File: config.mk
export PLATFORM = sky130hd
export DESIGN_NAME = sem_ctrl
export DESIGN_NICKNAME = d
export VERILOG_FILES = /design/src/sv/sem_pkg.sv /design/src/sv/sem_ctrl.sv
export SDC_FILE = /design/constraint.sdc
export NUM_CORES = 1
export LEC_CHECK = 0
export BUFFER_PORTS_ARGS = -buffer_cell sky130_fd_sc_hd__buf_2
export CORE_AREA = 2 2 39 41
export DETAILED_ROUTE_END_ITERATION = 10
export DIE_AREA = 0 0 41 43
export MAX_ROUTING_LAYER = met4
export SETUP_SLACK_MARGIN = 0.5
export SKIP_CTS_REPAIR_TIMING = 1
export SYNTH_ARGS = -nofsm -noshare
export SYNTH_HDL_FRONTEND = slang
export SYNTH_SLANG_ARGS = --single-unit
File: constraint.sdc
create_clock -name clock -period 0.96 [get_ports clock]
set_clock_uncertainty 0.15 [all_clocks]
set_input_delay 0.192 -clock clock [delete_from_list [all_inputs] [get_ports clock]]
set_output_delay 0.192 -clock clock [all_outputs]
set_load 0.1 [all_outputs]
File: src/sv/sem_pkg.sv
// ----------------------------------------------------------------------------
// Sobel edge magnitude package
// Shared widths, register indexes, controller states and the command and
// status groups that pass between controller and datapath.
// ----------------------------------------------------------------------------
package sem_pkg;

   localparam int MAX_WIDTH  = 8192;
   localparam int MAX_HEIGHT = 8192;

   localparam int DIM_W   = 14;
   localparam int PIX_W   = 8;
   localparam int MAG_W   = 8;
   localparam int POS_W   = 13;
   localparam int COL_W   = $clog2(MAX_WIDTH);
   localparam int ROW_W   = $clog2(MAX_HEIGHT);
   localparam int GRAD_W  = 11;
   localparam int ABS_W   = 10;
   localparam int SQ_W    = 2 * ABS_W;
   localparam int SUM_W   = SQ_W + 1;
   localparam int REM_W   = 17;
   localparam int BIT_W   = 16;
   localparam int STEP_W  = 3;
   localparam int CSR_IDX_W = 2;

   localparam logic [DIM_W-1:0] DIM_MIN          = DIM_W'(3);
   localparam logic [DIM_W-1:0] WIDTH_MAX        = DIM_W'(MAX_WIDTH);
   localparam logic [DIM_W-1:0] HEIGHT_MAX       = DIM_W'(MAX_HEIGHT);
   localparam logic [DIM_W-1:0] WIDTH_RESET      = DIM_W'(7680);
   localparam logic [DIM_W-1:0] HEIGHT_RESET     = DIM_W'(4320);
   localparam logic [MAG_W-1:0] MAG_LIMIT        = 8'd255;
   localparam logic [BIT_W-1:0] ROOT_BIT_START   = 16'h4000;
   localparam logic [STEP_W-1:0] ROOT_STEP_LAST  = 3'd7;

   localparam logic [CSR_IDX_W-1:0] REG_IMAGE_WIDTH  = 2'd0;
   localparam logic [CSR_IDX_W-1:0] REG_IMAGE_HEIGHT = 2'd1;

   typedef enum logic [2:0] {
      ST_IDLE,
      ST_CALC,
      ST_SQUARE,
      ST_SUM,
      ST_ROOT,
      ST_HOLD
   } sem_state_type;

   typedef struct packed {
      logic capture;
      logic calc;
      logic square;
      logic sum;
      logic root_step;
      logic load_out;
   } sem_cmd_type;

   typedef struct packed {
      logic interior;
      logic root_last;
      logic out_free;
   } sem_status_type;

endpackage

File: src/sv/sem_ctrl.sv
// ----------------------------------------------------------------------------
// Sobel edge magnitude controller
// Sequences one pixel word at a time through window update and, for interior
// pixels, squaring, summing, the iterative square root and the output load.
// ----------------------------------------------------------------------------
module sem_ctrl import sem_pkg::*; (
   input  logic           clock,
   input  logic           reset,
   input  logic           req_valid,
   output logic           req_ready,
   input  sem_status_type status,
   output sem_cmd_type    cmd
);

   sem_state_type state_ff, state_in;

   // hold state
   always_ff @(posedge clock) begin
      if (reset) begin
         state_ff <= ST_IDLE;
      end else begin
         state_ff <= state_in;
      end
   end

   // next state
   always_comb begin
      state_in = state_ff;
      unique case (state_ff)
         ST_IDLE: begin
            if (req_valid) state_in = ST_CALC;
         end
         ST_CALC: begin
            state_in = status.interior ? ST_SQUARE : ST_IDLE;
         end
         ST_SQUARE: state_in = ST_SUM;
         ST_SUM:    state_in = ST_ROOT;
         ST_ROOT: begin
            if (status.root_last) state_in = ST_HOLD;
         end
         ST_HOLD: begin
            if (status.out_free) state_in = ST_IDLE;
         end
         default:   state_in = ST_IDLE;
      endcase
   end

   // drive commands
   always_comb begin
      cmd       = '0;
      req_ready = 1'b0;
      unique case (state_ff)
         ST_IDLE: begin
            req_ready   = 1'b1;
            cmd.capture = req_valid;
         end
         ST_CALC:   cmd.calc      = 1'b1;
         ST_SQUARE: cmd.square    = 1'b1;
         ST_SUM:    cmd.sum       = 1'b1;
         ST_ROOT:   cmd.root_step = 1'b1;
         ST_HOLD:   cmd.load_out  = status.out_free;
         default: begin
            cmd = '0;
         end
      endcase
   end

endmodule

# Word level (Yosys, flattened, before mapping)
# Cells that the tools add are included.
# Widths: inputs -> output; s select.
# word_totals
wordCells	23
register_bits	3
output_inout_bits	7
# classes
n_mux	12
reduce_logical	2
eq_ne	8
# op_table
operator	n
$pmux 3 s6	1
$mux 3	3
$mux 1	7
$eq 3x2->1 const B	2
$eq 3x3->1 const B	2
$ne 2x2->1 const B	3
$eq 3x1->1 const B	1
$logic_not 3->1	1
$reduce_and 3->1	1
$mux 2	1

# Longest topological paths before layout
# Gate-level depths: netlist (run 1).
# depth
ltp_word	3
mapped_depth	3

# Worst setup path before layout (run 1)
# Ideal clock, no wire load.
# synth_path
path_kind	register to output
from	register state_ff[2]
to	output cmd[5] in the netlist's numbering
arrival_ns	3.458
required_time_ns	0.618
path_buffers	0
slack_ns	-2.840
path_stages_with_launch	3
cell_sequence	dfxtp_1 -> nor3_1 -> and2_1
# synth_rtl
item	line	text
start, declared	sem_ctrl.sv:15	sem_state_type state_ff, state_in;
start signal, assigned	sem_ctrl.sv:22	state_ff <= state_in;
end, declared	sem_ctrl.sv:12	output sem_cmd_type cmd

==> results of run 1 <==
[layout by cell type (no fill, tap or decap)]
master      count
nor2_4          2
and2_4          2
nor3_4          1
nor3b_4         1
clkbuf_4        3
dfxtp_4         3
clkinvlp_4      1
a21oi_2         1
nand2_2         1
buf_6           1
buf_12          7
nor2_2          1
clkbuf_1        1
o21bai_1        1
nor2_1          1
o22ai_2         1
buf_4           6
a22oi_2         1
nand3b_1        1
nand2b_4        2
buf_2           5
o21ai_0         1
[power by group through the flow]
stage	Combinational, mW	Clock (mW)	Sequential [mW]
after floorplan	0.189	0	0.150
after global placement	0.319	0	0.150
after detailed placement	0.321	0	0.150
after CTS	0.321	0.234	0.149
after global routing	0.332	0.246	0.147
final	0.320	0.219	0.146
[layout make-up]
cell class                 count  area share, %
timing repair buffer          19           42.7
multi-input combinational     17           33.3
sequential                     3           13.7
clock buffer                   4           5.06
tap                           16           3.86
inverter                       1           1.45
[per-stage QoR]
step                      area, sq um  TNS [ps]
after CTS                         505     -3910
after detailed placement          479     -2080
after global placement            479     -1980
after global routing              519     -4230
after floorplan                   249     -4560
final                             519     -3790
[critical path: cells and delay by family (launching register included)]
| family | cells | cell delay (ps) |
|---|---|---|
| AND/OR/NAND/NOR | 2 | 360 |
| flip-flops | 1 | 370 |
| buffers and inverters | 1 | 160 |
[how the worst max path moves through the flow]
| stage | slack (ps) | cells after the start | end | startpoint |
|---|---|---|---|---|
| finish | -510 | 3 | cmd[5] | state_ff[2] |
| global route | -550 | 3 | cmd[5] | state_ff[2] |
| CTS | -550 | 3 | cmd[2] | state_ff[2] |
| detailed placement | -290 | 3 | cmd[2] | state_ff[2] |
| global placement | -260 | 3 | cmd[2] | state_ff[2] |
| floorplan | -1060 | 2 | cmd[5] | state_ff[2] |
[logic make-up (layout without fill, tap and decap cells)]
kind of cell           Yosys count  count (layout)  share of synthesized area [%]
AND/OR/NAND/NOR                 12              12                           45.7
AO/OA/AOI/OAI                    5               5                           22.8
flip-flops                       3               3                           29.6
buffers and inverters            1              24                           1.85
[layer usage]
metal	track usage (%)	vias up	wire length (microns)
li1	-	119	-
met1	8.33	103	207
met2	8.44	9	263
met3	3.14	0	29
met4	8.00	0	0
met5	-	-	0
==> results.md, run 1 <==
* Area grow syn2layout at 156%
* Fillcell total at 143
* Hold crit path type: primary input to register
* Max FFs per register at 3
* Clock network power share at 32.0%
* Combinational share of power at 46.8%
* Int Power at 0.421 mW
* Final core utilization at 37.5%
* Hold_ws at 21.8 ps
* DRC at 0
* # rows at 14
* Violated checks: setup timing
* Yosys cell types at 15
* Worst Hold Path EP: state_ff[2]
* Area of the mapped netlist at 203 sq um
* CP Class: register to primary output
* R2r startpoint: state_ff[2]
* DP Cell Count at 55
* Fin nets at 51
* Crit-path max FO at 5
* Final hold vios at 0
* Antenna violations before repair at 0
* Boundary pin count at 13
* Routability Congestion at 0.610
* Min Tclk post-route at 1470 ps
* Power density cells at 1320 nW/um^2
* I/O Buffers at 12
* Die H at 43 microns
* EDFF count, synth at 0
* GRT Total Usage at 7.30%
* Clk root buf: clkbuf_4
* Commonest cells post-synth: 3 x dfxtp_1, 3 x nor2_1, 2 x and2_1, 2 x nand2b_4
* Final setup violating endpoints at 10
* DRT iter0 DRCs at 2
* Fmax at 682 MHz
* Synth Warn # at 0
* Largest net degree at the start of global routing at 8
* Cell taking the most area after synthesis: dfxtp_1
* GRT overflow at 0
* Initial core utilization at 14.6%
* Via/cell ratio at 3.85
* Chip Width at 41 microns
* Slew Viols, Final at 0
* Worst hold stages at 2
* Worst Path Required at 620 ps
* Top Registers: state_ff (3)
* Most flop-heavy register: state_ff
* Antenna Nets Post-Route at 0
* Worst VDD drop at 446 uV
* Reg2Reg Capture Point: state_ff[2]
* # diodes at 0
* Status: complete, but fails checks
* Share of the clock period used by the worst path at 153%
* Worst Tran Pin Value at 253 ps
* Vias at 231
* Drt wl/cell at 8.33 microns
* Slew headroom at 83.0%
* Non-Filler Instances at 60
* Clk sinks at 3
* FFs w/ async S/R, synth at 0%
* Drt first pass iters at 2
* CP cell instances: nor3_4 -> and2_4 -> buf_12
* Cells after synthesis at 21
* Routed wire length at 500 microns
* Cts bufs inserted at 3
* Slowest Stage Delay on Critical Path at 370 ps
* Place WS at -290 ps
* Synthesized Nets at 27
* Hold Path Origin: reset
* Seq. cell area at 71.3 sq um
* Share of layout cells above drive strength 1 at 88.6%
* RSZ-0062 raised after global routing: true
* Clk_lat worst skew at 230 ps
* Switch Pwr at 0.265 mW
* Worst Path Arrival at 1120 ps
* Total Power at 0.685 mW
* Post-Syn Area per Cell at 9.65 sq um
* Slowest CP cell: dfxtp_4
* First-pass GRT wire length at 779 microns
* Longest Clk Path Bufs at 2
* Flop2flop setup slack at -220 ps
* Leakage at 0.210 nW
* Largest cells by area after synthesis: dfxtp_1 30%, nand2b_4 14%, nor3b_4 9.3%
* Startpoint types: register
* Vias in the first global route at 198
* Path depth of the worst reg2reg path at 4
* Setup slack after layout at -507 ps
* Sw Ratio at 38.6%
* CTS tree: yes
* Core area at 1380 sq um
* Max-cap violations at 0
* H-tree depth at 1
* Reg power frac at 21.3%
* Sequential area share after synthesis at 29.6%
* Crit. End Element: primary output
* Clk slew on worst S/H paths at 40 ps
* Main synth FF type: dfxtp_1
* Die area at 1760 sq um
* Synth top area share at 29.6%
* Flops & latches, synth at 3
* Multi-input logic area at 173 sq um
Note: power is estimated with default switching activity, not from simulation.
==> run 2, diff against run 1 <==
--- a/config.mk
+++ b/config.mk
@@ -7,11 +7,11 @@
 export LEC_CHECK = 0
 export BUFFER_PORTS_ARGS = -buffer_cell sky130_fd_sc_hd__buf_2
 export CORE_AREA = 2 2 39 41
+export CTS_BUF_LIST = sky130_fd_sc_hd__clkbuf_16
 export DETAILED_ROUTE_END_ITERATION = 10
 export DIE_AREA = 0 0 41 43
 export MAX_ROUTING_LAYER = met4
 export SETUP_SLACK_MARGIN = 0.5
-export SKIP_CTS_REPAIR_TIMING = 1
 export SYNTH_ARGS = -nofsm -noshare
 export SYNTH_HDL_FRONTEND = slang
 export SYNTH_SLANG_ARGS = --single-unit
==> results.md, run 2 (synthesis results as in run 1) <==
* Status: complete, but fails checks
* Violated checks: setup timing
* Routed wire length at 603 microns
* Total Power at 1.16 mW
* Vias at 257
* Slowest Stage Delay on Critical Path at 400 ps
* CTS Hold Bufs at 0
* Routability Congestion at 0.610
* Worst Path Arrival at 1130 ps
* Initial core utilization at 14.6%
* Max-cap violations at 0
* Setup slack after layout at -508 ps
* Most flop-heavy register: state_ff
* Clk sinks at 3
* RSZ-0062 raised after global routing: true
* Setup TNS at -3930 ps
* Antenna violations before repair at 0
* H-tree depth at 1
* # diodes at 0
* Clk_lat worst skew at 230 ps
* Die H at 43 microns
* Power density cells at 1820 nW/um^2
* Top Registers: state_ff (3)
* Min Tclk post-route at 1470 ps
* # rows at 14
* Core area at 1380 sq um
* Longest Clk Path Bufs at 2
* CP cell instances: nand3b_1 -> clkinvlp_4 -> buf_12
* Slowest CP cell: dfxtp_4
* Switch Pwr at 0.330 mW
* Final hold vios at 0
* Worst VDD drop at 683 uV
* Fmax at 681 MHz
* Final Cell Area at 636 sq um
* Antenna Nets Post-Route at 0
* Drt wl/cell at 9.28 microns
* Share of the clock period used by the worst path at 153%
* Die area at 1760 sq um
* Crit. End Element: primary output
* CTS tree: yes
* DRT iter0 DRCs at 3
* Leakage at 0.271 nW
* Top cell family by delay on the critical path: flip-flops
* Most frequent cells in the layout: 7 x buf_12, 7 x buf_4, 5 x buf_2, 5 x buf_6
* Cts bufs inserted at 3
* Hold_ws at 26.1 ps
* Slew Viols, Final at 0
* Worst Path Required at 620 ps
* Clk slew on worst S/H paths at 30 ps
* Crit-path max FO at 5
* CP Class: register to primary output
* GRT Total Usage at 9.34%
* DRC at 0
* Clock network power share at 56.7%
* Max FFs per register at 3
* Startpoint types: register
* Boundary pin count at 13
* Sw Ratio at 28.5%
* Vias in the first global route at 226
* DP Cell Count at 55
* Largest net degree at the start of global routing at 7
* Fin nets at 56
* Hold crit path type: primary input to register
* Flop2flop setup slack at -350 ps
* Area grow syn2layout at 214%
* Sum of buffers and inverters on the critical path at 2
* Combinational share of power at 30.5%
* Worst Tran Pin Value at 231 ps
* Placed cell area at 479 sq um
* Non-Filler Instances at 65
* GRT overflow at 0
* Slew headroom at 84.6%
* Reg power frac at 12.8%
* Clk root buf: clkbuf_16
* I/O Buffers at 12
* Share of layout cells above drive strength 1 at 93.9%
* Final setup violating endpoints at 10
* Chip Width at 41 microns
* Via/cell ratio at 3.95
* Drt first pass iters at 3
* Int Power at 0.826 mW
* First-pass GRT wire length at 938 microns
-- run 2: final cells by class --
type | instances | area (sq um)
Fill cell | 134 | 748
Timing Repair Buffer | 24 | 274
Multi-Input combinational cell | 17 | 184
Clock buffer | 3 | 75.1
Sequential cell | 3 | 71.3
Tap cell | 16 | 20.0
Inverter | 1 | 7.51
Clock inverter | 1 | 3.75
-- run 2: power groups by stage --
stage / Clock [mW] / Sequential [mW] / Combinational [mW]
2_1_floorplan: 0 / 0.150 / 0.189
4_1_cts: 0.672 / 0.148 / 0.344
6_report: 0.656 / 0.148 / 0.353
3_3_place_gp: 0 / 0.150 / 0.319
5_1_grt: 0.674 / 0.150 / 0.367
3_5_place_dp: 0 / 0.150 / 0.321
-- run 2: final timing paths --
check	startpoint	endpoint	depth (start not counted)
worst max register to register	state_ff[2]	state_ff[2]	5
worst min-delay path	reset	state_ff[2]	2
worst max-delay path	state_ff[2]	cmd[2]	3
worst min register to register	state_ff[2]	state_ff[2]	3
-- run 2: layer usage --
metal / up-vias / wire [microns] / GRT usage (%) / part of all wire, %
li1: 127 / - / - / -
met1: 117 / 239 / 9.90 / 40
met2: 11 / 294 / 10.3 / 49
met3: 2 / 42 / 4.71 / 7.0
met4: 0 / 27 / 12.0 / 4.5
met5: - / 0 / - / 0
-- run 2: repair_timing --
action                                  4_1_cts  5_1_grt
endpoints found under the hold margin         0        0
pin swaps                                     4        5
setup buffers                                 3        3
gates resized for setup                       7        3
endpoints found under the setup margin       10       10
-- run 2: stage by stage --
step	setup WS, ps	util [%]
2_1_floorplan	-1060	-
5_1_grt	-539	45.9
6_report	-508	45.9
4_1_cts	-502	43.5
3_3_place_gp	-264	34.6
3_5_place_dp	-290	34.6
==> run 3, diff against run 2 <==
--- a/config.mk
+++ b/config.mk
@@ -11,7 +11,10 @@
 export DETAILED_ROUTE_END_ITERATION = 10
 export DIE_AREA = 0 0 41 43
 export MAX_ROUTING_LAYER = met4
+export PLACE_DENSITY = 0.44
 export SETUP_SLACK_MARGIN = 0.5
+export SKIP_CTS_REPAIR_TIMING = 1
+export SKIP_LAST_GASP = 1
 export SYNTH_ARGS = -nofsm -noshare
 export SYNTH_HDL_FRONTEND = slang
 export SYNTH_SLANG_ARGS = --single-unit
==> results.md, run 3 (synthesis results as in run 1) <==
* Area grow syn2layout at 183%
* Most frequent cells in the layout: 7 x buf_12, 6 x buf_4, 5 x buf_2
* Min Tclk post-route at 1460 ps
* Vias in the first global route at 239
* Power density cells at 1930 nW/um^2
* Status: complete, but fails checks
* Most flop-heavy register: state_ff
* Leakage at 0.238 nW
* Startpoint types: register
* RSZ-0062 raised after global routing: true
* Hold_ws at 38.5 ps
* Longest Clk Path Bufs at 2
* Routability Congestion at 0.722
* Worst Path Required at 620 ps
* Final Cell Area at 574 sq um
* Share of layout cells above drive strength 1 at 90.9%
* Setup slack after layout at -498 ps
* Vias at 239
* CP Class: register to primary output
* DRC at 0
* Top Registers: state_ff (3)
* Worst Path Arrival at 1120 ps
* Cts bufs inserted at 3
* Final hold vios at 0
* Fmax at 686 MHz
* Clk sinks at 3
* Final core utilization at 41.5%
* # diodes at 0
* CTS tree: yes
* Die H at 43 microns
* I/O Buffers at 12
* # rows at 14
* Non-Filler Instances at 60
* GRT Total Usage at 8.22%
* Crit-path max FO at 5
* Hold crit path type: primary input to register
* Drt first pass iters at 2
* Share of the clock period used by the worst path at 152%
* Die area at 1760 sq um
* H-tree depth at 1
* Worst Tran Pin Value at 249 ps
* Boundary pin count at 13
* DRT iter0 DRCs at 2
* Violated checks: setup timing
* DP Cell Count at 53
* Worst VDD drop at 1610 uV
* First-pass GRT wire length at 931 microns
* Slew Viols, Final at 0
* Core area at 1380 sq um
* Leading cell type in the layout, fill and taps excluded: buf_12
* Via/cell ratio at 3.98
* Final setup violating endpoints at 10
* Clk slew on worst S/H paths at 30 ps
* Max-cap violations at 0
* Max FFs per register at 3
* Largest net degree at the start of global routing at 8
* GRT overflow at 0
* Clk_lat worst skew at 220 ps
* Routed wire length at 569 microns
* Antenna violations before repair at 0
* Crit. End Element: primary output
* Initial core utilization at 14.6%
* Slew headroom at 83.2%
* Chip Width at 41 microns
* Drt wl/cell at 9.48 microns
* Clk root buf: clkbuf_16
* Fin nets at 51
* Fillcell total at 135
* Antenna Nets Post-Route at 0
* Placed cell area at 464 sq um
[run 3: cell count changes in the layout (fill, tap and decap cells not counted)]
| cell | change |
|---|---|
| buf_4 | -1 |
| buf_6 | -4 |
| nor2_2 | +1 |
| nor2_4 | -1 |
| o21ai_0 | +1 |
| o21ai_2 | -1 |
[run 3: path summary, 6_finish.rpt]
check	startpoint	slack, ps	endpoint	cells past startpoint
max	state_ff[2]	-500	cmd[2]	3
min	reset	40	state_ff[2]	2
max reg2reg	state_ff[2]	-230	state_ff[2]	4
min reg2reg	state_ff[0]	500	state_ff[0]	2
[run 3: area by class of cell]
type	count	area, sq um	share of cell area [%]
clock buffers	3	75.1	13.1
clock inverters	1	3.75	0.654
inverters	1	7.51	1.31
multi-input cells	17	175	30.5
flip-flops and latches	3	71.3	12.4
well taps	16	20.0	3.49
repair buffers	19	221	38.6
[run 3: where the power goes]
group	leakage [nW]	internal, mW	switching [mW]
Combinational	0.169	0.136	0.183
Sequential	0.0267	0.130	0.0191
Clock	0.0423	0.536	0.107
Total	0.238	0.802	0.309
[run 3: per-layer routing]
layer	routed length (microns)	up-vias	GRT usage, %
li1	-	119	-
met1	229	108	8.65
met2	274	12	11.9
met3	66	0	6.28
met4	0	0	2.00
met5	0	-	-
[run 3: critical path, stage by stage (launching register included)]
cell	delay [ps]
dfxtp_4	390
nand3b_1	200
clkinvlp_4	130
buf_12	170
[run 3: per-stage QoR]
stage	worst slack (ps)	TNS, ps	power [mW]
final	-498	-3750	1.11
after global routing	-562	-4260	1.16
after CTS	-544	-3860	1.12
after detailed placement	-304	-2180	0.461
after global placement	-274	-2060	0.458
after floorplan	-1060	-4560	0.339
